### src/rtl/core/assert_macros.svh
// Assertion helpers for the RTL that checks itself.
`ifndef ASSERT_MACROS_SVH
`define ASSERT_MACROS_SVH

// The expression must hold at every rising clock edge outside reset.
`define TCW_ASSERT_ALWAYS(label, clk, rst_n, expr, msg) \
    label: assert property (@(posedge clk) disable iff (!rst_n) (expr)) \
        else $error(msg);

// The consequent must hold in the same cycle as the antecedent.
`define TCW_ASSERT_IMPLIES(label, clk, rst_n, ante, cons, msg) \
    label: assert property (@(posedge clk) disable iff (!rst_n) (ante) |-> (cons)) \
        else $error(msg);

`endif

### src/rtl/core/tcw_pkg.sv
package tcw_pkg;

    // Screen geometry.
    localparam int ROWS       = 25;
    localparam int COLUMNS    = 80;
    localparam int CELL_COUNT = ROWS * COLUMNS;
    localparam int ROW_AW     = $clog2(ROWS);
    localparam int COL_AW     = $clog2(COLUMNS);
    localparam int CELL_AW    = $clog2(CELL_COUNT);

    // Field widths of the transfers.
    localparam int CMD_W   = 2;
    localparam int CHAR_W  = 8;
    localparam int ATTR_W  = 8;
    localparam int CELL_W  = ATTR_W + CHAR_W;
    localparam int ROW_FW  = 5;
    localparam int COL_FW  = 7;
    localparam int IDX_FW  = 11;

    // Tab stops sit on multiples of 2**TAB_BITS.
    localparam int TAB_BITS = 3;
    localparam int TAB_STEP = 1 << TAB_BITS;

    // Character codes.
    localparam logic [CHAR_W-1:0] CHAR_BS    = 8'h08;
    localparam logic [CHAR_W-1:0] CHAR_TAB   = 8'h09;
    localparam logic [CHAR_W-1:0] CHAR_LF    = 8'h0A;
    localparam logic [CHAR_W-1:0] CHAR_CR    = 8'h0D;
    localparam logic [CHAR_W-1:0] CHAR_SPACE = 8'h20;

    localparam logic [ATTR_W-1:0] ATTR_RESET  = 8'h0F;
    localparam logic [CELL_W-1:0] RESET_BLANK = {ATTR_RESET, CHAR_SPACE};

    // Command queue between front and back.
    localparam int QUEUE_DEPTH = 4;
    localparam int QUEUE_AW    = $clog2(QUEUE_DEPTH);

    // Input command codes.
    typedef enum logic [CMD_W-1:0] {
        CMD_PUT   = 2'd0,
        CMD_CLEAR = 2'd1,
        CMD_READ  = 2'd2
    } t_cmd;

    // Work the back end carries out for one item.
    typedef enum logic [1:0] {
        OP_NONE,
        OP_PUT,
        OP_CLEAR,
        OP_READ
    } t_op;

    typedef enum logic [2:0] {
        ST_INIT,
        ST_IDLE,
        ST_EXEC,
        ST_READ,
        ST_COPY,
        ST_COPY_END,
        ST_FILL,
        ST_DONE
    } t_back_state;

    typedef struct packed {
        logic [CMD_W-1:0]  cmd;
        logic [CHAR_W-1:0] char_byte;
        logic [ROW_FW-1:0] read_row;
        logic [COL_FW-1:0] read_col;
    } t_in_item;

    typedef struct packed {
        logic [ROW_FW-1:0] cursor_row;
        logic [COL_FW-1:0] cursor_col;
        logic [IDX_FW-1:0] cursor_index;
        logic [CELL_W-1:0] cell_data;
    } t_out_item;

    typedef struct packed {
        t_op               op;
        logic              scroll;
        logic [CELL_AW-1:0] addr;
        logic [CHAR_W-1:0] char_byte;
        t_out_item         result;
    } t_cmd_entry;

    // Linear cell address of a row and column.
    function automatic logic [CELL_AW-1:0] cell_index(
        input logic [ROW_AW-1:0] row,
        input logic [COL_AW-1:0] col
    );
        cell_index = CELL_AW'(row) * CELL_AW'(COLUMNS) + CELL_AW'(col);
    endfunction

endpackage

### src/rtl/core/tcw_queue.sv
module tcw_queue (
    input  logic                 i_clk,
    input  logic                 i_rst_n,
    input  logic                 i_push,
    input  tcw_pkg::t_cmd_entry  i_entry,
    output logic                 o_full,
    input  logic                 i_pop,
    output logic                 o_empty,
    output tcw_pkg::t_cmd_entry  o_entry
);

    tcw_pkg::t_cmd_entry           r_slot [tcw_pkg::QUEUE_DEPTH];
    logic [tcw_pkg::QUEUE_AW-1:0]  r_wr_ptr;
    logic [tcw_pkg::QUEUE_AW-1:0]  r_rd_ptr;
    logic [tcw_pkg::QUEUE_AW:0]    r_count;

    assign o_full  = r_count == (tcw_pkg::QUEUE_AW + 1)'(tcw_pkg::QUEUE_DEPTH);
    assign o_empty = r_count == '0;
    assign o_entry = r_slot[r_rd_ptr];

    // Pointers and fill level.
    always_ff @(posedge i_clk) begin
        if (!i_rst_n) begin
            r_wr_ptr <= '0;
            r_rd_ptr <= '0;
            r_count  <= '0;
        end else begin
            if (i_push) begin
                r_wr_ptr <= r_wr_ptr + tcw_pkg::QUEUE_AW'(1);
            end
            if (i_pop) begin
                r_rd_ptr <= r_rd_ptr + tcw_pkg::QUEUE_AW'(1);
            end
            if (i_push && !i_pop) begin
                r_count <= r_count + (tcw_pkg::QUEUE_AW + 1)'(1);
            end else if (!i_push && i_pop) begin
                r_count <= r_count - (tcw_pkg::QUEUE_AW + 1)'(1);
            end
        end
    end

    // Entry storage.
    always_ff @(posedge i_clk) begin
        if (i_push) begin
            r_slot[r_wr_ptr] <= i_entry;
        end
    end

endmodule

### config.mk
export PLATFORM = sky130hd
export DESIGN_NAME = tcw_queue
export DESIGN_NICKNAME = d
export VERILOG_FILES = /design/src/rtl/core/assert_macros.svh /design/src/rtl/core/tcw_pkg.sv /design/src/rtl/core/tcw_queue.sv
export SDC_FILE = /design/constraint.sdc
export NUM_CORES = 1
export LEC_CHECK = 0
export ABC_AREA = 1
export BUFFER_PORTS_ARGS = -buffer_cell sky130_fd_sc_hd__buf_2
export CORE_UTILIZATION = 57
export CTS_BUF_LIST = sky130_fd_sc_hd__clkbuf_16
export CTS_CLUSTER_DIAMETER = 60
export DETAILED_ROUTE_END_ITERATION = 6
export PLACE_DENSITY = 0.88
export SLEW_MARGIN = 25
export SYNTH_ARGS = -nofsm -noshare
export SYNTH_HDL_FRONTEND = slang
export SYNTH_SLANG_ARGS = --single-unit
### constraint.sdc
create_clock -name i_clk -period 2.7 [get_ports i_clk]
set_input_delay 0.405 -clock i_clk [delete_from_list [all_inputs] [get_ports i_clk]]
set_output_delay 0.405 -clock i_clk [all_outputs]
set_load 0.01 [all_outputs]
==> metrics, run 1 <==
Layout area overhead=16.3%; setup slack, reg-to-reg=~0.94 ns; Pwr Density=about 750 nW/um^2; cell chosen for the clock root=clkbuf_16; Clk pin slew, worst setup/hold paths=0.06 ns; Post-Synthesis Cells=roughly 650; num rows=48; Initial Utilization=0.583; Final min period=2.48 ns; Max-Cap Viols=0; crit start category=flip-flop; ratio of final minimum period to clock period=0.920; Critical Path AT=roughly 2.1 ns; Slew @ Worst Pin=0.650 ns; utilization after layout=0.677; worst-case clock buffer depth=3; Core Region=between 15000 and 20000 sq um; Warnings, synthesis=0; Layout fillers=~1200; Slew Limit Fails=0; most frequent cells in the layout=244 x edfxtp_1, 127 x buf_2, 97 x o21ai_0; ranking of synthesized cells by area=edfxtp_1 73%, o22ai_2 5.0%, o21ai_0 4.8%, nor2_4 4.5%, nor2_1 3.2%; H-tree levels=1; vias=approximately 5800; post-route setup TNS=0 ns; area leader, netlist=edfxtp_1; Net Count, Synth=718; Layout Skew=0.0175 ns; Max Clock Freq=0.403 GHz; Place WS=0.582 ns; routed len/inst=18.5 um; DRC viols=0; overall power=8.74 mW; initial antenna violation count=1; full die area=18200 sq um; DRT iter0 DRCs=405; Hold Crit Class=in -> reg; P_leak=4.09 nW; crit path max fanout=53; GRT Total Usage=0.210; Remaining Overflow, GRT=0; post-synth top area share=0.727; final setup violation count=0; chip width=135 um; final WL=18900 um; vias in the first global route=5832; Hold Vio Cnt, Final=0; status=complete, no violations; Worst-Skew Late Latency=about 0.5 ns; PortBufs=between 100 and 150; share of cells above drive strength 1=0.332; WP data required=roughly 2.3 ns; DR pass1 iterations=5; dpl hpwl=10700 um; cell area after synthesis=roughly 10000 sq um; CP Capture Type=output pin; Rel. slew slack=0.566; first-pass GRT wire length=29100 um; synth unique cells=25; post-route ant nets=0; Setup Fix Bufs, Post-CTS=0; kind of critical path=reg -> out; Clock Sinks=253; Yosys reg bits=253; CTS tree=built; io pins=128; height of the die=roughly 130 um; commonest non-fill, non-tap cell in the layout=edfxtp_1; fin worst setup slack=0.216 ns; nets=846; TritonCTS buffer count=25; sequential-to-total area share from yosys stat=0.745; peak supply drop=between 0.4 and 0.5 mV; RSZ-0062 raised after global routing=false; Placer Congestion=0.730; vias per cell=5.65; pin count of the biggest net entering global routing=around 120; Avg Inst Size Synth=15.6 sq um
==> state kept, by name, indices dropped and copies added, names as in the netlist, named ones only <==
signal,cells
r_rd_ptr,2
r_slot,244
r_count,3
r_wr_ptr,2
==> path summary, 6_finish.rpt <==
kind,depth (start not counted),from,to
max,5,flip-flop,o_entry[45]
min,1,i_entry[49],r_slot[0][49]
min reg2reg,1,r_rd_ptr[1],flip-flop
max reg2reg,4,r_wr_ptr[0],r_slot[3][1]
==> where the power goes <==
| group | switching, mW | internal (mW) | total (mW) | leakage, nW |
|---|---|---|---|---|
| sequential | 0.0559 | 4.48 | 4.54 | 2.32 |
| clock | 1.36 | 1.97 | 3.33 | 0.408 |
| combinational | 0.559 | 0.311 | 0.870 | 1.36 |
==> critical path, stage by stage (launching register included) <==
cell and delay, ns:
dfxtp_4 0.37, inv_6 0.37, buf_12 0.33, o21ai_0 0.14, o22ai_2 0.15, buf_2 0.16
==> cells in the mapped netlist <==
cell      instances
nand4_1           1
o21ai_1          30
nor3_1            2
buf_12            5
inv_2             1
ha_1              5
o22ai_1          21
buf_2            16
o21ai_2           1
a21oi_1           4
edfxtp_1        244
buf_8             2
inv_1            15
nor2_4           40
buf_6             3
fa_1              1
buf_4             1
clkinv_2          1
dfxtp_1           9
nand2_1           9
o21ai_0          97
o22ai_2          40
clkbuf_1         11
nand3_1           1
nor2_1           87
==> stage by stage <==
| stage | std cells | cell area, sq um | hold WS [ns] |
|---|---|---|---|
| floorplan | 647 | 10100 | 0.412 |
| global placement | 973 | 10900 | 0.423 |
| detailed placement | 973 | 10900 | 0.423 |
| CTS | 1018 | 11700 | 0.0882 |
| global route | 1019 | 11700 | 0.0831 |
| finish | 1019 | 11700 | 0.104 |
==> cell families after synthesis <==
| group | Yosys count | share of synthesized area |
|---|---|---|
| AO/OA/AOI/OAI | 193 | 0.129 |
| adder cells (fa/ha/maj) | 6 | 0.00820 |
| buffers and inverters | 55 | 0.0355 |
| flip-flops | 253 | 0.745 |
| AND/OR/NAND/NOR | 140 | 0.0826 |
==> metal layers <==
metal	up-vias	global-route usage	wire length, um
li1	2687	-	-
met1	2830	0.255	7380
met2	202	0.364	9710
met3	40	0.0492	1310
met4	0	0.0787	447
met5	-	0	0
==> cell type report <==
class	instances	area, sq um	share of cell area
antenna	1	2.50	0.000214
clock buffer	25	626	0.0534
inverter	17	70.1	0.00598
clock inverter	20	180	0.0154
sequential	253	7510	0.641
multi-input combinational	339	2210	0.189
tap	225	282	0.0240
timing repair buffer	139	830	0.0708
==> repair_timing <==
item	CTS	global route
endpoints found under the setup margin	1	20
hold buffers	0	0
cloned	0	0
resized for setup	1	1
Note: power is estimated with default switching activity, not from simulation.
==> run 2: changes to the inputs <==
==> constraint.sdc (replaced) <==
create_clock -name i_clk -period 2.5 [get_ports i_clk]
set_input_delay 0.375 -clock i_clk [delete_from_list [all_inputs] [get_ports i_clk]]
set_output_delay 0.375 -clock i_clk [all_outputs]
set_load 0.01 [all_outputs]
==> metrics, run 2 (synthesized netlist as in run 1, its figures left out) <==
Slew @ Worst Pin=0.538 ns (was 0.650 ns); largest stage delay on the critical path=0.37 ns (about the same); Layout area overhead=16.2% (was 16.3%); post-route ant nets=0 (unchanged); design area=11700 sq um (about the same); final WL=18400 um (was 18900 um); H-tree levels=1 (unchanged); io pins=128 (unchanged); CTS tree=built (unchanged); share of cells above drive strength 1=0.335 (was 0.332); crit-path cells=inv_8 > buf_4 > nor2_1 > o22ai_1 > buf_2 (was inv_6 > buf_12 > o21ai_0 > o22ai_2 > buf_2); post-route insts no fill=1023 (was 1019); height of the die=135 um (unchanged); Hold Vio Cnt, Final=0 (unchanged); Layout Skew=0.00710 ns (was 0.0175 ns); DRC viols=0 (unchanged); worst setup path end=o_entry[31] (was o_entry[45]); DRT iter0 DRCs=384 (was 405); crit start category=flip-flop (unchanged); Critical Path Stages=5 (unchanged); peak supply drop=0.613 mV (was 0.470 mV); Crit path max-delay family=buffers and inverters (unchanged); Max-Cap Viols=0 (unchanged); kind of critical path=reg -> out (unchanged); routed len/inst=18.0 um (was 18.5 um); top flop regs=r_slot x244, r_count x3 (unchanged); utilization after layout=0.677 (about the same); final setup violation count=0 (unchanged); Critical Path AT=1.96 ns (was 2.08 ns); # placed instances=977 (was 973); pin count of the biggest net entering global routing=123 (unchanged); vias per cell=5.63 (was 5.65); DR pass1 iterations=4 (was 5); full die area=18200 sq um (unchanged); max FFs per register=244 (unchanged); Placer Congestion=0.737 (was 0.730); # diodes=0 (was 1); placed inst area=10900 sq um (about the same); WP data required=2.12 ns (was 2.30 ns); vias in the first global route=5635 (was 5832); CP Capture Type=output pin (unchanged); vias=5760 (was 5759); RR Startpoint=r_wr_ptr[0] (unchanged); Critical-path top delay cell=dfxtp_4 (unchanged); ratio of final minimum period to clock period=0.933; Pwr Density=806 nW/um^2 (was 746 nW/um^2); nets=850 (was 846); post-route setup TNS=0 ns (unchanged); FF-to-FF path depth=5 (was 4); chip width=135 um (unchanged); Core Region=17300 sq um (unchanged); initial antenna violation count=0 (was 1); Slew Limit Fails=0 (unchanged); Final min period=2.33 ns; status=complete, no violations (unchanged); overall power=9.44 mW (was 8.74 mW); Layout fillers=1148 (was 1154); setup slack, reg-to-reg=0.95 ns (was 0.94 ns); Clk pin slew, worst setup/hold paths=0.06 ns (about the same); num rows=48 (unchanged); first-pass GRT wire length=28400 um (was 29100 um); Clock Sinks=253 (unchanged); GRT Total Usage=0.204 (was 0.210); Rel. slew slack=0.641 (was 0.566); TritonCTS buffer count=25 (unchanged); most frequent cells in the layout=244 x edfxtp_1, 127 x buf_2, 97 x o21ai_0 (unchanged); RSZ-0062 raised after global routing=false (unchanged); Initial Utilization=0.583 (unchanged); PortBufs=127 (unchanged); commonest non-fill, non-tap cell in the layout=edfxtp_1 (unchanged); Remaining Overflow, GRT=0 (unchanged); cell chosen for the clock root=clkbuf_16 (unchanged); Hold Crit Class=in -> reg (unchanged); crit path max fanout=41 (was 53); FF-to-FF End=r_slot[2][48] (was r_slot[3][1]); P_leak=4.10 nW (was 4.09 nW); Max Clock Freq=0.429 GHz; Hold Buf Count CTS=0 (unchanged); largest register by flop count=r_slot (unchanged); worst-case clock buffer depth=3 (unchanged); Buf/Inv on CP=3 (unchanged); Worst-Skew Late Latency=0.51 ns (about the same); dpl hpwl=10500 um (was 10700 um)
run 2: timing repair:
| item | CTS | global route |
|---|---|---|
| buffers inserted | 0 | 0 |
| endpoints found under the setup margin | 0 | 19 |
| gates resized for setup | 0 | 3 |
run 2: worst min-delay path by stage:
stage,startpoint,end,cells past startpoint
after floorplan,r_rd_ptr[1],flip-flop,1
after global placement,r_rd_ptr[1],flip-flop,1
after detailed placement,r_rd_ptr[1],flip-flop,1
after CTS,i_entry[47],r_slot[3][47],1
after global routing,i_entry[47],r_slot[3][47],1
final,i_entry[30],r_slot[0][30],1
run 2: power by group:
| group | internal (mW) | switching [mW] |
|---|---|---|
| registers | 4.84 | 0.0525 |
| clock network | 2.14 | 1.47 |
| logic | 0.335 | 0.605 |
| total | 7.31 | 2.13 |
run 2: routing by layer:
metal / global-route usage / wire [um] / vias to the layer above
li1: - / - / 2683
met1: 0.251 / 7360 / 2842
met2: 0.364 / 9440 / 206
met3: 0.0398 / 1290 / 29
met4: 0.0630 / 305 / 0
met5: 0 / 0 / -
run 2: metrics by stage:
step | setup WS, ns | hold slack [ns]
after floorplan | 0.309 | 0.412
after global placement | 0.642 | 0.418
after detailed placement | 0.612 | 0.424
after CTS | 0.0438 | 0.0497
after global routing | 0.0689 | 0.0444
final | 0.169 | 0.0707
run 2: worst register-to-register path: stages (launching register included):
cell and delay, ns:
dfxtp_1 0.33, inv_1 0.12, ha_1 0.16, nand2_1 0.06, inv_2 0.05, buf_4 0.44
run 2: layout make-up:
type | count | area [sq um] | share of cell area
clock buffers | 25 | 626 | 0.0534
flip-flops and latches | 253 | 7510 | 0.642
inverters | 17 | 73.8 | 0.00630
clock inverters | 21 | 184 | 0.0157
well taps | 225 | 282 | 0.0240
repair buffers | 143 | 822 | 0.0702
multi-input cells | 339 | 2210 | 0.189
