## config.mk

```make
export PLATFORM = sky130hd
export DESIGN_NAME = tcw_front
export DESIGN_NICKNAME = d
export VERILOG_FILES = /design/src/rtl/core/assert_macros.svh /design/src/rtl/core/tcw_pkg.sv /design/src/rtl/core/tcw_front.sv
export SDC_FILE = /design/constraint.sdc
export NUM_CORES = 1
export LEC_CHECK = 0
export BUFFER_PORTS_ARGS = -buffer_cell sky130_fd_sc_hd__buf_2
export CAP_MARGIN = 20
export CORE_ASPECT_RATIO = 2
export CORE_MARGIN = 4
export CORE_UTILIZATION = 55
export DETAILED_ROUTE_END_ITERATION = 8
export PLACE_DENSITY_LB_ADDON = 0.1
export SETUP_SLACK_MARGIN = 0.2
export SLEW_MARGIN = 20
export SYNTH_ARGS = -nofsm -noshare
export SYNTH_HDL_FRONTEND = slang
export SYNTH_SLANG_ARGS = --single-unit
export TNS_END_PERCENT = 1
```

## constraint.sdc

```tcl
create_clock -name i_clk -period 9.2 [get_ports i_clk]
set_input_delay 0.46 -clock i_clk [delete_from_list [all_inputs] [get_ports i_clk]]
set_output_delay 0.46 -clock i_clk [all_outputs]
set_load 0.005 [all_outputs]
```

## src/rtl/core/assert_macros.svh

```systemverilog
// Assertion helpers for the RTL that checks itself.
`ifndef ASSERT_MACROS_SVH
`define ASSERT_MACROS_SVH

// The expression must hold at every rising clock edge outside reset.
`define TCW_ASSERT_ALWAYS(label, clk, rst_n, expr, msg) \
    label: assert property (@(posedge clk) disable iff (!rst_n) (expr)) \
        else $error(msg);

// The consequent must hold in the same cycle as the antecedent.
`define TCW_ASSERT_IMPLIES(label, clk, rst_n, ante, cons, msg) \
    label: assert property (@(posedge clk) disable iff (!rst_n) (ante) |-> (cons)) \
        else $error(msg);

`endif

```

## src/rtl/core/tcw_pkg.sv

```systemverilog
package tcw_pkg;

    // Screen geometry.
    localparam int ROWS       = 25;
    localparam int COLUMNS    = 80;
    localparam int CELL_COUNT = ROWS * COLUMNS;
    localparam int ROW_AW     = $clog2(ROWS);
    localparam int COL_AW     = $clog2(COLUMNS);
    localparam int CELL_AW    = $clog2(CELL_COUNT);

    // Field widths of the transfers.
    localparam int CMD_W   = 2;
    localparam int CHAR_W  = 8;
    localparam int ATTR_W  = 8;
    localparam int CELL_W  = ATTR_W + CHAR_W;
    localparam int ROW_FW  = 5;
    localparam int COL_FW  = 7;
    localparam int IDX_FW  = 11;

    // Tab stops sit on multiples of 2**TAB_BITS.
    localparam int TAB_BITS = 3;
    localparam int TAB_STEP = 1 << TAB_BITS;

    // Character codes.
    localparam logic [CHAR_W-1:0] CHAR_BS    = 8'h08;
    localparam logic [CHAR_W-1:0] CHAR_TAB   = 8'h09;
    localparam logic [CHAR_W-1:0] CHAR_LF    = 8'h0A;
    localparam logic [CHAR_W-1:0] CHAR_CR    = 8'h0D;
    localparam logic [CHAR_W-1:0] CHAR_SPACE = 8'h20;

    localparam logic [ATTR_W-1:0] ATTR_RESET  = 8'h0F;
    localparam logic [CELL_W-1:0] RESET_BLANK = {ATTR_RESET, CHAR_SPACE};

    // Command queue between front and back.
    localparam int QUEUE_DEPTH = 4;
    localparam int QUEUE_AW    = $clog2(QUEUE_DEPTH);

    // Input command codes.
    typedef enum logic [CMD_W-1:0] {
        CMD_PUT   = 2'd0,
        CMD_CLEAR = 2'd1,
        CMD_READ  = 2'd2
    } t_cmd;

    // Work the back end carries out for one item.
    typedef enum logic [1:0] {
        OP_NONE,
        OP_PUT,
        OP_CLEAR,
        OP_READ
    } t_op;

    typedef enum logic [2:0] {
        ST_INIT,
        ST_IDLE,
        ST_EXEC,
        ST_READ,
        ST_COPY,
        ST_COPY_END,
        ST_FILL,
        ST_DONE
    } t_back_state;

    typedef struct packed {
        logic [CMD_W-1:0]  cmd;
        logic [CHAR_W-1:0] char_byte;
        logic [ROW_FW-1:0] read_row;
        logic [COL_FW-1:0] read_col;
    } t_in_item;

    typedef struct packed {
        logic [ROW_FW-1:0] cursor_row;
        logic [COL_FW-1:0] cursor_col;
        logic [IDX_FW-1:0] cursor_index;
        logic [CELL_W-1:0] cell_data;
    } t_out_item;

    typedef struct packed {
        t_op               op;
        logic              scroll;
        logic [CELL_AW-1:0] addr;
        logic [CHAR_W-1:0] char_byte;
        t_out_item         result;
    } t_cmd_entry;

    // Linear cell address of a row and column.
    function automatic logic [CELL_AW-1:0] cell_index(
        input logic [ROW_AW-1:0] row,
        input logic [COL_AW-1:0] col
    );
        cell_index = CELL_AW'(row) * CELL_AW'(COLUMNS) + CELL_AW'(col);
    endfunction

endpackage

```

## src/rtl/core/tcw_front.sv

```systemverilog
module tcw_front (
    input  logic                  i_clk,
    input  logic                  i_rst_n,
    input  logic                  i_in_valid,
    output logic                  o_in_stall,
    input  tcw_pkg::t_in_item     i_in_data,
    input  logic                  i_queue_full,
    input  logic                  i_init_busy,
    output logic                  o_push,
    output tcw_pkg::t_cmd_entry   o_entry
);

    logic [tcw_pkg::ROW_AW-1:0]  r_row;
    logic [tcw_pkg::COL_AW-1:0]  r_col;
    logic [tcw_pkg::ROW_AW-1:0]  n_row;
    logic [tcw_pkg::COL_AW-1:0]  n_col;

    logic                        w_accept;
    logic                        w_printable;
    logic                        w_write;
    logic                        w_col_wrap;
    logic                        w_scroll;
    logic [tcw_pkg::COL_AW:0]    w_col_sum;
    logic [tcw_pkg::COL_AW:0]    w_col_t;
    logic [tcw_pkg::ROW_AW:0]    w_row_t;
    logic [tcw_pkg::ROW_AW:0]    w_row_w;
    logic [tcw_pkg::ROW_AW-1:0]  w_put_row;
    logic [tcw_pkg::COL_AW-1:0]  w_put_col;
    tcw_pkg::t_op                w_op;
    logic                        w_op_scroll;
    logic [tcw_pkg::CELL_AW-1:0] w_addr;

    // Hold off transfers while the queue is full or the screen is being initialized.
    assign o_in_stall = i_queue_full || i_init_busy;
    assign w_accept   = i_in_valid && !o_in_stall;
    assign o_push     = w_accept;

    // Cursor movement for a put-character command.
    always_comb begin
        w_col_t     = {1'b0, r_col};
        w_row_t     = {1'b0, r_row};
        w_write     = 1'b0;
        w_col_sum   = {1'b0, r_col} + (tcw_pkg::COL_AW + 1)'(tcw_pkg::TAB_STEP);
        w_printable = (i_in_data.char_byte >= tcw_pkg::CHAR_SPACE) && !i_in_data.char_byte[7];
        unique case (i_in_data.char_byte)
            tcw_pkg::CHAR_BS: begin
                if (r_col != '0) begin
                    w_col_t = {1'b0, r_col} - (tcw_pkg::COL_AW + 1)'(1);
                end
            end
            tcw_pkg::CHAR_TAB: begin
                w_col_t = {w_col_sum[tcw_pkg::COL_AW:tcw_pkg::TAB_BITS],
                           {tcw_pkg::TAB_BITS{1'b0}}};
            end
            tcw_pkg::CHAR_CR: begin
                w_col_t = '0;
            end
            tcw_pkg::CHAR_LF: begin
                w_row_t = {1'b0, r_row} + (tcw_pkg::ROW_AW + 1)'(1);
                w_col_t = '0;
            end
            default: begin
                if (w_printable) begin
                    w_write = 1'b1;
                    w_col_t = {1'b0, r_col} + (tcw_pkg::COL_AW + 1)'(1);
                end
            end
        endcase
        w_col_wrap = w_col_t >= (tcw_pkg::COL_AW + 1)'(tcw_pkg::COLUMNS);
        w_row_w    = w_row_t + (tcw_pkg::ROW_AW + 1)'(w_col_wrap);
        w_scroll   = w_row_w >= (tcw_pkg::ROW_AW + 1)'(tcw_pkg::ROWS);
        w_put_row  = w_scroll ? tcw_pkg::ROW_AW'(tcw_pkg::ROWS - 1)
                              : w_row_w[tcw_pkg::ROW_AW-1:0];
        w_put_col  = w_col_wrap ? '0 : w_col_t[tcw_pkg::COL_AW-1:0];
    end

    // Command decode: new cursor and the work handed to the back end.
    always_comb begin
        n_row       = r_row;
        n_col       = r_col;
        w_op        = tcw_pkg::OP_NONE;
        w_op_scroll = 1'b0;
        w_addr      = tcw_pkg::cell_index(r_row, r_col);
        unique case (i_in_data.cmd)
            tcw_pkg::CMD_PUT: begin
                n_row       = w_put_row;
                n_col       = w_put_col;
                w_op        = w_write ? tcw_pkg::OP_PUT : tcw_pkg::OP_NONE;
                w_op_scroll = w_scroll;
            end
            tcw_pkg::CMD_CLEAR: begin
                n_row = '0;
                n_col = '0;
                w_op  = tcw_pkg::OP_CLEAR;
            end
            tcw_pkg::CMD_READ: begin
                if ((i_in_data.read_row < tcw_pkg::ROWS)
                        && (i_in_data.read_col < tcw_pkg::COLUMNS)) begin
                    w_op   = tcw_pkg::OP_READ;
                    w_addr = tcw_pkg::cell_index(tcw_pkg::ROW_AW'(i_in_data.read_row),
                                                 tcw_pkg::COL_AW'(i_in_data.read_col));
                end
            end
            default: begin
            end
        endcase
    end

    // Queue entry, with the cursor report already filled in.
    always_comb begin
        o_entry.op                  = w_op;
        o_entry.scroll              = w_op_scroll;
        o_entry.addr                = w_addr;
        o_entry.char_byte           = i_in_data.char_byte;
        o_entry.result.cursor_row   = tcw_pkg::ROW_FW'(n_row);
        o_entry.result.cursor_col   = tcw_pkg::COL_FW'(n_col);
        o_entry.result.cursor_index = tcw_pkg::IDX_FW'(tcw_pkg::cell_index(n_row, n_col));
        o_entry.result.cell_data    = '0;
    end

    // Cursor register.
    always_ff @(posedge i_clk) begin
        if (!i_rst_n) begin
            r_row <= '0;
            r_col <= '0;
        end else if (w_accept) begin
            r_row <= n_row;
            r_col <= n_col;
        end
    end

endmodule

```

==> insert_results.sql, run 1 <==
INSERT INTO impl_metrics (metric_group, metric, value, unit) VALUES
('placement', 'post-place-ws', '1660', 'ps'),
('logic_synthesis', 'synthDistinctLibCells', '71', ''),
('flow_run', 'max_cap_violations', '0', ''),
('sta', 'drv_slew', '0', ''),
('critical_path', 'reg2reg_from', 'r_col[4]', ''),
('logic_synthesis', 'synth.top_cell.area_share', '14.7', '%'),
('pwr', 'cellPowerDensity', '54.3', 'mW/mm^2'),
('clocking', 'post-cts-setup-buffer-count', '0', ''),
('logic_synthesis', 'most_area_consuming_cells_after_synthesis', 'sky130_fd_sc_hd__ha_1, sky130_fd_sc_hd__dfxtp_1, sky130_fd_sc_hd__buf_4', ''),
('detailed_routing', 'ant_nets', '0', ''),
('global_route', 'first_pass_grt_wire_length', '13.0', 'mm'),
('logic_synthesis', 'synth_seq_area_share', '8.08', '%'),
('critical_path', 'timing.critical_path.from_type', 'flop', ''),
('pwr', 'worst_vdd_ir', '0.0753', 'mV'),
('finish', 'antenna_cells', '0', ''),
('sta', 'final_hold_viol_count', '0', ''),
('logic_synthesis', 'synthMostInstantiatedCell', 'sky130_fd_sc_hd__ha_1', ''),
('critical_path', 'timing.critical_path.to', 'o_entry[26]', ''),
('finish', 'drive_above_1_share', '24.3', '%'),
('finish', 'flow.area_growth_from_synthesis', '8.54', '%'),
('critical_path', 'cp-startpoint', 'r_col[4]', ''),
('sta', 'fin_setup_tns', '0', 'ps'),
('detailed_routing', 'route.detailed.vias_per_inst', '6.08', ''),
('clocking', 'tritoncts', 'built', ''),
('logic_synthesis', 'synthesized_area_fraction_occupied_by_ao_oa_aoi_and_oai_cells', '25.3', '%'),
('logic_synthesis', 'synth_flop_cell', 'sky130_fd_sc_hd__dfxtp_1', ''),
('logic_synthesis', 'yosys.area_share.simple', '23.7', '%'),
('logic_synthesis', 'synthXorXnorAreaFrac', '7.66', '%'),
('critical_path', 'reg2reg_setup_slack', '4650', 'ps'),
('critical_path', 'crit_path_frequent_cell', 'sky130_fd_sc_hd__ha_1', ''),
('die', 'ioPinCount', '90', ''),
('placement', 'place.port_buffers', '73', ''),
('finish', 'multi_input_comb_area', '0.00241', 'sq mm'),
('critical_path', 'crit_path_end_kind', 'output pin', ''),
('finish', 'n_fill_cell', '494', ''),
('placement', 'gp_congestion', '0.939', ''),
('global_route', 'vias_in_the_first_global_route', '2936', ''),
('critical_path', 'cp_data_required_time', '8740', 'ps'),
('logic_synthesis', 'dominant_combinational_cell_family_by_area_after_synthesis', 'compound AO/OA/AOI/OAI gates', ''),
('sta', 'worst_slew_pin_slew', '840', 'ps'),
('pwr', 'cellLeakagePower', '1.56', 'nW'),
('sta', 'final.setup_skew', '2.36', 'ps'),
('finish', 'layout.area.seq', '240', 'sq um'),
('global_route', 'pin_count_of_the_biggest_net_entering_global_routing', '19', ''),
('critical_path', 'worst_ep_arrival_time', '7270', 'ps'),
('sta', 'achievable-frequency', '0.129', 'GHz'),
('clocking', 'clock_h_tree_levels', '1', ''),
('logic_synthesis', 'synthesis.yosys.warnings', '0', ''),
('sta', 'worst_slew_margin_rel', '42.6', '%'),
('critical_path', 'ff2ff_path_depth', '16', ''),
('detailed_routing', 'drt_pre_antenna_iters', '5', ''),
('placement', 'placed_area', '0.00317', 'sq mm'),
('clocking', 'clock_path_buffers', '2', ''),
('global_route', 'gr-usage-all-layers', '24.4', '%'),
('logic_synthesis', 'netlist_top_cells_count', 'sky130_fd_sc_hd__ha_1, sky130_fd_sc_hd__buf_4, sky130_fd_sc_hd__nor2_1', ''),
('die', 'placementRows', '37', ''),
('sta', 'grt_setup_unrepaired', 'no', ''),
('clocking', 'tritoncts_num_sinks', '12', ''),
('die', 'initial_utilization', '57.3', '%'),
('logic_synthesis', 'synth.cell_area', '0.00297', 'sq mm'),
('logic_synthesis', 'ys_ff_latch', '12', ''),
('logic_synthesis', 'synth_area_per_cell', '7.62', 'sq um'),
('detailed_routing', 'drt_first_iter_violations', '74', ''),
('logic_synthesis', 'synth_edf_count', '0', ''),
('logic_synthesis', 'synth_mux_area_share', '3.66', '%'),
('die', 'chipWidth', '60.0', 'um'),
('clocking', 'clk_pin_slew_worst_paths', '60', 'ps'),
('die', 'core-area', '0.00518', 'sq mm'),
('run_status', 'run_status', 'finished clean', ''),
('detailed_routing', 'vias', '3005', ''),
('logic_synthesis', 'synth.largest_area_cell', 'sky130_fd_sc_hd__ha_1', '');
## through the flow
| step | std cells | util, % | power, mW |
|---|---|---|---|
| after floorplan | 405 | - | 0.102 |
| after CTS | 494 | 62.2 | 0.176 |
| after global routing | 494 | 62.2 | 0.187 |
| final | 494 | 62.2 | 0.175 |
| after global placement | 490 | 61.2 | 0.116 |
| after detailed placement | 490 | 61.2 | 0.117 |
## where the power goes
group / switching (mW) / total (mW) / internal, mW
logic: 0.0370 / 0.0634 / 0.0264
registers: 0.000774 / 0.0530 / 0.0522
clock network: 0.0211 / 0.0589 / 0.0379
total: 0.0588 / 0.175 / 0.117
## logic make-up (layout without fill, tap and decap cells)
family                   Yosys count  after routing
multiplexers                      10             10
buffers and inverters             68             99
other                              1             16
AND/OR/NAND/NOR                  125            125
adder cells (fa/ha/maj)           41             41
flip-flops                        12             12
AO/OA/AOI/OAI                    107            107
XOR/XNOR                          26             26
## state kept, by name, summed over array words and instances (netlist names)
signal	cells
r_row	5
r_col	7
## worst max-delay path: cells and delay by family (launching register included)
| family | cells | cell delay (ps) |
|---|---|---|
| AOI/OAI and AO/OA | 10 | 2590 |
| xor gates and xnor gates | 1 | 150 |
| adders and majority gates | 6 | 1500 |
| buffers and inverters | 4 | 390 |
| DFF | 1 | 620 |
| and+or+nand+nor | 6 | 1760 |
## placed cells by master (no fill, tap or decap), types with 4 or more instances in the layout
cell	synthesis	final
sky130_fd_sc_hd__buf_2	2	73
sky130_fd_sc_hd__ha_1	35	35
sky130_fd_sc_hd__nor2_1	28	28
sky130_fd_sc_hd__nand2_1	27	27
sky130_fd_sc_hd__o21ai_0	24	24
sky130_fd_sc_hd__inv_1	22	22
sky130_fd_sc_hd__a21oi_1	20	20
sky130_fd_sc_hd__conb_1	1	16
sky130_fd_sc_hd__nand3_1	15	15
sky130_fd_sc_hd__xor2_1	15	15
sky130_fd_sc_hd__dfxtp_1	12	12
sky130_fd_sc_hd__xnor2_1	11	11
sky130_fd_sc_hd__a32o_1	8	8
sky130_fd_sc_hd__a21o_1	8	8
sky130_fd_sc_hd__nor3_1	7	7
sky130_fd_sc_hd__mux2_2	7	7
sky130_fd_sc_hd__nand4_1	6	6
sky130_fd_sc_hd__fa_1	6	6
sky130_fd_sc_hd__or2_2	5	5
sky130_fd_sc_hd__a31oi_1	5	5
sky130_fd_sc_hd__and2_1	4	4
sky130_fd_sc_hd__a221oi_1	4	4
sky130_fd_sc_hd__and4_1	4	4
sky130_fd_sc_hd__clkbuf_8	0	4
## layer usage
layer  vias up  routed length [um]  global-route usage [%]
met5         -                   0                       0
met4         0                 293                    12.7
met3        26                 423                    2.44
met2       117                4500                    45.1
met1      1380                2890                    25.1
li1       1482                   -                       -
## cell type report
cell class / instances / area share (%)
clock buffer: 4 / 1.71
inverter: 22 / 2.56
multi-input combinational: 325 / 74.7
sequential: 12 / 7.44
tap: 58 / 2.25
timing repair buffer: 73 / 11.3
## worst min-delay path by stage
| stage | start | endpoint | slack (ps) | depth (start not counted) |
|---|---|---|---|---|
| final | i_in_valid | r_row[4] | 550 | 3 |
| after global routing | i_in_valid | r_row[4] | 550 | 3 |
| after CTS | i_in_valid | r_row[4] | 550 | 3 |
| after detailed placement | r_col[1] | r_col[1] | 560 | 2 |
| after global placement | r_col[1] | r_col[1] | 550 | 2 |
| after floorplan | r_col[0] | r_col[0] | 510 | 2 |
Power figures use the tool's default switching activity.
==> inputs of run 2 (changes only) <==
ABC_AREA = 1   (was unset)
CORE_UTILIZATION = 54   (was 55)
clock period = 7.3 ns   (was 9.2 ns; I/O delays follow)
==> insert_results.sql, run 2 <==
INSERT INTO impl_metrics (metric_group, metric, value, unit) VALUES
('logic_synthesis', 'synthMostInstantiatedCell', 'sky130_fd_sc_hd__nand2_1', ''),
('clocking', 'root_buffer_cell', 'sky130_fd_sc_hd__clkbuf_8', ''),
('critical_path', 'cp_slowest_stage_delay', '450', 'ps'),
('pwr', 'worst_vdd_ir', '0.0945', 'mV'),
('critical_path', 'cp_max_fo', '8', ''),
('global_route', 'overflow', '0', ''),
('critical_path', 'cpLargestDelayFamily', 'simple AND/OR/NAND/NOR gates', ''),
('die', 'placementRows', '38', ''),
('sta', 'drv_slew', '0', ''),
('die', 'ioPinCount', '90', ''),
('detailed_routing', 'wl_met2', '4.89', 'mm'),
('critical_path', 'path_class', 'reg2out', ''),
('detailed_routing', 'drt_first_iter_violations', '88', ''),
('sta', 'post-route-period-util', '73.2', '%'),
('clocking', 'post-cts-setup-buffer-count', '0', ''),
('finish', 'nNetsFinal', '604', ''),
('detailed_routing', 'ant_nets', '0', ''),
('logic_synthesis', 'synthesis.yosys.warnings', '0', ''),
('sta', 'worst_slew_pin_slew', '586', 'ps'),
('detailed_routing', 'vias', '3133', ''),
('logic_synthesis', 'synth.cell_area', '0.00297', 'sq mm'),
('clocking', 'numCtsBuffers', '3', ''),
('clocking', 'clock_latency_late_sink', '260', 'ps'),
('sta', 'setup-violations-final', '0', ''),
('min_path', 'hold_path_startpoint', 'r_col[1]', ''),
('finish', 'drive_above_1_share', '22.3', '%'),
('critical_path', 'crit_path_frequent_cell', 'sky130_fd_sc_hd__nand2_1', ''),
('placement', 'place.port_buffers', '73', ''),
('sta', 'setup_slack', '1960', 'ps'),
('min_path', 'worstHoldEndpoint', 'r_col[1]', ''),
('logic_synthesis', 'synth_async_sr_flop_share', '0', '%'),
('pwr', 'cellPowerDensity', '88.8', 'mW/mm^2'),
('global_route', 'pin_count_of_the_biggest_net_entering_global_routing', '16', ''),
('finish', 'flow.area_growth_from_synthesis', '9.66', '%'),
('finish', 'stdcell_area', '0.00325', 'sq mm'),
('clocking', 'post_cts_resize_count', '0', ''),
('logic_synthesis', 'synth_edf_count', '0', ''),
('detailed_routing', 'post-route-drc-count', '0', ''),
('logic_synthesis', 'most_area_consuming_cells_after_synthesis', 'sky130_fd_sc_hd__nand2_1, sky130_fd_sc_hd__ha_1, sky130_fd_sc_hd__inv_1', ''),
('finish', 'layout.cells.most_common_list', 'sky130_fd_sc_hd__nand2_1, sky130_fd_sc_hd__buf_2, sky130_fd_sc_hd__inv_1', ''),
('die', 'chipWidth', '60.4', 'um'),
('sta', 'worst_slew_margin_rel', '60.8', '%'),
('pwr', 'finalPower', '289', 'uW'),
('global_route', 'gr-usage-all-layers', '25.8', '%'),
('sta', 'fin_setup_tns', '0', 'ps'),
('logic_synthesis', 'ys_ff_latch', '12', ''),
('sta', 'grt_setup_unrepaired', 'no', ''),
('sta', 'achievable-frequency', '0.187', 'GHz'),
('min_path', 'hold-path-cell-count', '4', ''),
('detailed_routing', 'wl_met3', '403', 'um'),
('critical_path', 'cp_data_required_time', '6930', 'ps'),
('sta', 'timing.final.crit_period', '5340', 'ps'),
('critical_path', 'critPathBufInv', '5', ''),
('logic_synthesis', 'synth_flop_cell', 'sky130_fd_sc_hd__dfxtp_1', ''),
('sta', 'final_hold_viol_count', '0', ''),
('critical_path', 'reg2reg_setup_slack', '4220', 'ps'),
('clocking', 'tritoncts_num_sinks', '12', ''),
('logic_synthesis', 'synth.top_cell.area_share', '14.8', '%'),
('critical_path', 'reg2reg_from', 'r_col[0]', ''),
('die', 'initial_utilization', '55.2', '%'),
('detailed_routing', 'topRoutingLayerUsed', 'met4', ''),
('finish', 'antenna_cells', '0', ''),
('logic_synthesis', 'synth.largest_area_cell', 'sky130_fd_sc_hd__nand2_1', ''),
('placement', 'post-place-ws', '2220', 'ps'),
('critical_path', 'crit_path_end_kind', 'output pin', ''),
('clocking', 'clock_path_buffers', '2', ''),
('clocking', 'clock_h_tree_levels', '1', ''),
('min_path', 'worstHoldPathType', 'reg2reg', ''),
('finish', 'layout_top_registers', 'r_col: 7 flops, r_row: 5 flops', ''),
('finish', 'largest_reg_flops', '7', ''),
('critical_path', 'timing.critical_path.from_type', 'flop', ''),
('global_route', 'antenna_found_initial', '0', ''),
('pwr', 'cellLeakagePower', '1.92', 'nW'),
('sta', 'fin_hold_ws', '619', 'ps'),
('die', 'core-area', '0.00537', 'sq mm'),
('placement', 'gp_congestion', '0.990', ''),
('clocking', 'tritoncts', 'built', ''),
('critical_path', 'worst_ep_arrival_time', '4980', 'ps'),
('critical_path', 'crit_path_top_delay_cell', 'sky130_fd_sc_hd__fa_1', ''),
('detailed_routing', 'met1_routed_wirelength_after_detailed_routing', '2.83', 'mm'),
('clocking', 'clk_pin_slew_worst_paths', '60', 'ps'),
('logic_synthesis', 'synth_area_per_cell', '6.19', 'sq um'),
('detailed_routing', 'drt_wl_total', '8.21', 'mm'),
('detailed_routing', 'route.detailed.vias_per_inst', '5.27', ''),
('critical_path', 'rr_endpoint', 'r_row[4]', ''),
('clocking', 'cts_hold_repair.buffers', '0', ''),
('logic_synthesis', 'netlist_top_cells_count', 'sky130_fd_sc_hd__nand2_1, sky130_fd_sc_hd__inv_1, sky130_fd_sc_hd__nand3_1', ''),
('critical_path', 'ff2ff_path_depth', '24', ''),
('logic_synthesis', 'synth_seq_area_share', '8.10', '%'),
('detailed_routing', 'drt_pre_antenna_iters', '5', ''),
('run_status', 'run_status', 'finished clean', ''),
('die', 'die_area', '0.00681', 'sq mm'),
('sta', 'final.setup_skew', '4.14', 'ps'),
('global_route', 'vias_in_the_first_global_route', '3071', ''),
('global_route', 'first_pass_grt_wire_length', '13.6', 'mm'),
('die', 'dieHeight', '113', 'um'),
('finish', 'registers.top_by_ff_count', 'r_col', ''),
('placement', 'detailedPlacementHpwl', '7.08', 'mm'),
('finish', 'most_common_cell_after_layout_fill_and_taps_aside', 'sky130_fd_sc_hd__nand2_1', ''),
('logic_synthesis', 'synthDistinctLibCells', '39', ''),
('detailed_routing', 'route.detailed.wl_per_inst', '13.8', 'um'),
('placement', 'placed_area', '0.00321', 'sq mm'),
('flow_run', 'max_cap_violations', '0', ''),
('logic_synthesis', 'synth_cells', '479', '');
-- run 2: cell types whose count changed in the layout (fill, tap and decap cells not counted), moves of 8 or more --
cell,change
sky130_fd_sc_hd__nand2_1,+90
sky130_fd_sc_hd__nand2_2,+8
sky130_fd_sc_hd__nand3_2,+9
sky130_fd_sc_hd__a21o_1,-8
sky130_fd_sc_hd__inv_1,+43
sky130_fd_sc_hd__a32o_1,-8
sky130_fd_sc_hd__inv_2,+9
sky130_fd_sc_hd__nand3_1,+31
-- run 2: how the worst max path moves through the flow --
| stage | end | depth (start not counted) | startpoint | slack [ps] |
|---|---|---|---|---|
| finish | o_entry[26] | 30 | r_col[0] | 1960 |
| global route | o_entry[26] | 30 | r_col[0] | 1440 |
| CTS | o_entry[26] | 30 | r_col[0] | 1930 |
| detailed placement | o_entry[26] | 30 | r_col[0] | 2220 |
| global placement | o_entry[26] | 30 | r_col[0] | 2280 |
| floorplan | o_entry[26] | 28 | r_col[0] | 2800 |
-- run 2: metal layers --
metal / GRT usage [%] / up-vias
li1: - / 1604
met1: 25.3 / 1433
met2: 51.4 / 89
met3: 2.97 / 7
met4: 8.43 / 0
met5: 0 / -
-- run 2: layout make-up --
type	count	area, sq um
clock buffer	3	41.3
fill	576	2120
inverter	75	284
multi-input combinational	371	2250
sequential	12	240
tap	60	75.1
timing repair buffer	73	365
-- run 2: power by group --
part,total (mW),internal (mW),leakage [nW],switching (mW)
logic,0.146,0.0570,1.80,0.0885
clock network,0.0670,0.0367,0.0216,0.0303
registers,0.0761,0.0689,0.0981,0.00718
-- run 2: logic make-up after synthesis --
family          Yosys count  synth area share (%)
compound gates           54                  10.4
xor+xnor                 21                  6.20
fa+ha+maj                41                  18.8
buf+inv                 111                  18.1
flops                    12                  8.10
mux                       1                 0.338
other cells               1                 0.126
simple gates            238                  38.0
-- run 2: metrics by stage --
step,util [%],cells
5_1_grt,60.5,594
4_1_cts,60.5,594
6_report,60.5,594
3_3_place_gp,59.8,591
3_5_place_dp,59.8,591
2_1_floorplan,-,494
-- run 2: worst reg2reg max path: stages (launching register included) --
cell and delay [ps]:
sky130_fd_sc_hd__dfxtp_1 430, sky130_fd_sc_hd__inv_2 120, sky130_fd_sc_hd__ha_1 290, sky130_fd_sc_hd__nand3_1 160, sky130_fd_sc_hd__nor2_2 60, sky130_fd_sc_hd__nor2_1 240, sky130_fd_sc_hd__nand3_1 100, sky130_fd_sc_hd__nand2_1 80
sky130_fd_sc_hd__nand2_1 80, sky130_fd_sc_hd__nand2_2 80, sky130_fd_sc_hd__nand2_4 100, sky130_fd_sc_hd__nand2_1 80, sky130_fd_sc_hd__ha_1 190, sky130_fd_sc_hd__ha_1 190, sky130_fd_sc_hd__inv_1 60, sky130_fd_sc_hd__nor2_2 110
sky130_fd_sc_hd__nand2_1 60, sky130_fd_sc_hd__nand2_1 50, sky130_fd_sc_hd__nand2_1 70, sky130_fd_sc_hd__inv_1 70, sky130_fd_sc_hd__nand2_1 50, sky130_fd_sc_hd__nand2_1 120, sky130_fd_sc_hd__nand3_1 90, sky130_fd_sc_hd__nand2_1 90
sky130_fd_sc_hd__inv_1 30
==> inputs of run 3 (changes only) <==
clock period = 5.5 ns   (was 7.3 ns; I/O delays follow)
==> insert_results.sql, run 3 (synthesis gave the netlist of run 2 again) <==
INSERT INTO impl_metrics (metric_group, metric, value, unit) VALUES
('min_path', 'hold-path-cell-count', '5', ''),
('clocking', 'clock_latency_late_sink', '240', 'ps'),
('run_status', 'run_status', 'finished clean', ''),
('critical_path', 'reg2reg_from', 'r_col[2]', ''),
('global_route', 'first_pass_grt_wire_length', '13.3', 'mm'),
('sta', 'achievable-frequency', '0.203', 'GHz'),
('min_path', 'worstHoldEndpoint', 'r_col[1]', ''),
('global_route', 'gr-usage-all-layers', '24.7', '%'),
('critical_path', 'critical_path_depth', '25', ''),
('detailed_routing', 'drt_wl_total', '8.24', 'mm'),
('detailed_routing', 'route.detailed.wl_per_inst', '13.9', 'um'),
('detailed_routing', 'ant_nets', '0', ''),
('detailed_routing', 'drt_pre_antenna_iters', '4', ''),
('pwr', 'cellPowerDensity', '121', 'mW/mm^2'),
('detailed_routing', 'drt_first_iter_violations', '161', ''),
('pwr', 'power_frac_seq', '25.3', '%'),
('die', 'dieHeight', '113', 'um'),
('critical_path', 'reg2reg_setup_slack', '2740', 'ps'),
('critical_path', 'path_class', 'reg2out', ''),
('sta', 'final.setup_skew', '1.51', 'ps'),
('finish', 'stdcell_area', '0.00332', 'sq mm'),
('global_route', 'antenna_found_initial', '0', ''),
('clocking', 'numCtsBuffers', '3', ''),
('die', 'core-area', '0.00537', 'sq mm'),
('sta', 'drv_slew', '0', ''),
('clocking', 'root_buffer_cell', 'sky130_fd_sc_hd__clkbuf_8', ''),
('min_path', 'worstHoldPathType', 'in2reg', ''),
('sta', 'worst_slew_margin_rel', '56.4', '%'),
('finish', 'drive_above_1_share', '25.0', '%'),
('pwr', 'cellLeakagePower', '1.93', 'nW'),
('sta', 'worst_slew_pin_slew', '652', 'ps'),
('critical_path', 'crit_path_top_delay_cell', 'sky130_fd_sc_hd__dfxtp_1', ''),
('placement', 'gp_congestion', '1.01', ''),
('finish', 'registers.top_by_ff_count', 'r_col', ''),
('die', 'initial_utilization', '55.2', '%'),
('finish', 'layout_top_registers', 'r_col: 7 flops, r_row: 5 flops', ''),
('global_route', 'pin_count_of_the_biggest_net_entering_global_routing', '16', ''),
('pwr', 'sw_frac_of_total', '41.8', '%'),
('critical_path', 'crit_path_frequent_cell', 'sky130_fd_sc_hd__nand2_1', ''),
('placement', 'placed_area', '0.00321', 'sq mm'),
('pwr', 'power_frac_comb', '49.8', '%'),
('die', 'ioPinCount', '90', ''),
('critical_path', 'critPathBufInv', '5', ''),
('critical_path', 'cp_max_fo', '8', ''),
('placement', 'detailedPlacementHpwl', '7.09', 'mm'),
('critical_path', 'cp_slowest_stage_delay', '460', 'ps'),
('flow_run', 'max_cap_violations', '0', ''),
('min_path', 'hold_path_startpoint', 'i_in_data[21]', ''),
('critical_path', 'crit_path_end_kind', 'output pin', ''),
('global_route', 'vias_in_the_first_global_route', '2983', ''),
('detailed_routing', 'route.detailed.vias_per_inst', '5.34', ''),
('sta', 'setup_slack', '568', 'ps'),
('finish', 'nNetsFinal', '604', ''),
('finish', 'layout.cells.most_common_list', 'sky130_fd_sc_hd__nand2_1, sky130_fd_sc_hd__buf_2, sky130_fd_sc_hd__inv_1', ''),
('finish', 'flow.area_growth_from_synthesis', '12.0', '%'),
('die', 'chipWidth', '60.4', 'um'),
('pwr', 'p_clk_share', '24.8', '%'),
('pwr', 'p_int', '234', 'uW'),
('critical_path', 'cpLargestDelayFamily', 'simple AND/OR/NAND/NOR gates', ''),
('critical_path', 'ff2ff_path_depth', '17', ''),
('critical_path', 'rr_endpoint', 'r_row[2]', ''),
('sta', 'setup-violations-final', '0', ''),
('critical_path', 'worst_ep_arrival_time', '4660', 'ps'),
('critical_path', 'timing.critical_path.from_type', 'flop', ''),
('placement', 'post-place-ws', '642', 'ps'),
('clocking', 'clock_path_buffers', '2', ''),
('clocking', 'tritoncts', 'built', ''),
('clocking', 'clock_h_tree_levels', '1', ''),
('finish', 'antenna_cells', '0', ''),
('placement', 'place.port_buffers', '73', ''),
('die', 'die_area', '0.00681', 'sq mm'),
('clocking', 'clk_pin_slew_worst_paths', '60', 'ps'),
('finish', 'n_fill_cell', '553', ''),
('finish', 'most_common_cell_after_layout_fill_and_taps_aside', 'sky130_fd_sc_hd__nand2_1', ''),
('sta', 'post-route-period-util', '89.7', '%'),
('detailed_routing', 'post-route-drc-count', '0', ''),
('die', 'placementRows', '38', ''),
('sta', 'timing.final.crit_period', '4930', 'ps'),
('detailed_routing', 'vias', '3177', ''),
('finish', 'largest_reg_flops', '7', ''),
('pwr', 'switching_power', '168', 'uW'),
('sta', 'grt_setup_unrepaired', 'no', ''),
('sta', 'final_hold_viol_count', '0', ''),
('pwr', 'worst_vdd_ir', '0.229', 'mV'),
('clocking', 'tritoncts_num_sinks', '12', ''),
('global_route', 'overflow', '0', ''),
('sta', 'fin_hold_ws', '553', 'ps'),
('critical_path', 'cp_data_required_time', '5220', 'ps'),
('sta', 'fin_setup_tns', '0', 'ps');
run 3: cell types whose count changed in the layout (fill, tap and decap cells not counted), sizes merged:
cell / before / now
clkbuf: 3 / 4
run 3: how the worst max path moves through the flow:
stage,end,start,slack [ps]
after floorplan,o_entry[26],r_col[0],1090
after global placement,o_entry[26],r_col[1],730
after detailed placement,o_entry[26],r_col[0],640
after CTS,o_entry[26],r_col[0],370
after global routing,o_entry[26],r_col[5],190
final,o_entry[26],r_col[2],570
run 3: power groups by stage:
stage | logic, mW | clock network, mW | registers [mW]
after floorplan | 0.144 | 0 | 0.0985
after global placement | 0.192 | 0 | 0.103
after detailed placement | 0.194 | 0 | 0.103
after CTS | 0.195 | 0.101 | 0.101
after global routing | 0.228 | 0.106 | 0.103
final | 0.200 | 0.0997 | 0.102
run 3: area by class of cell:
| cell class | count | area (sq um) | area share [%] |
|---|---|---|---|
| well taps | 60 | 75.1 | 2.26 |
| repair buffers | 73 | 365 | 11.0 |
| flip-flops and latches | 12 | 245 | 7.38 |
| multi-input cells | 371 | 2300 | 69.2 |
| clock buffers | 4 | 55.1 | 1.66 |
| inverters | 75 | 284 | 8.55 |
run 3: through the flow:
step | total power [mW] | std cells | utilization [%]
2_1_floorplan | 0.242 | 494 | -
3_3_place_gp | 0.295 | 591 | 59.8
3_5_place_dp | 0.297 | 591 | 59.8
4_1_cts | 0.396 | 595 | 60.8
5_1_grt | 0.436 | 595 | 61.8
6_report | 0.402 | 595 | 61.8
run 3: layer usage:
| metal | GRT usage [%] | share of wire [%] |
|---|---|---|
| met5 | 0 | 0 |
| met4 | 10.2 | 5.0 |
| met3 | 2.17 | 5.9 |
| met2 | 47.0 | 55 |
| met1 | 25.9 | 34 |
run 3: worst register-to-register path: cells and delay by family (launching register included):
family	cells	cell delay, ps
AO/OA/AOI/OAI	2	400
adder cells (fa/ha/maj)	2	390
buffers and inverters	3	220
flip-flops	1	460
AND/OR/NAND/NOR	10	1190
run 3: what timing repair did:
action                     4_1_cts  5_1_grt
gates resized for setup          0       17
setup endpoints to repair        0        1
setup buffers                    0        0
hold buffers                     0        0
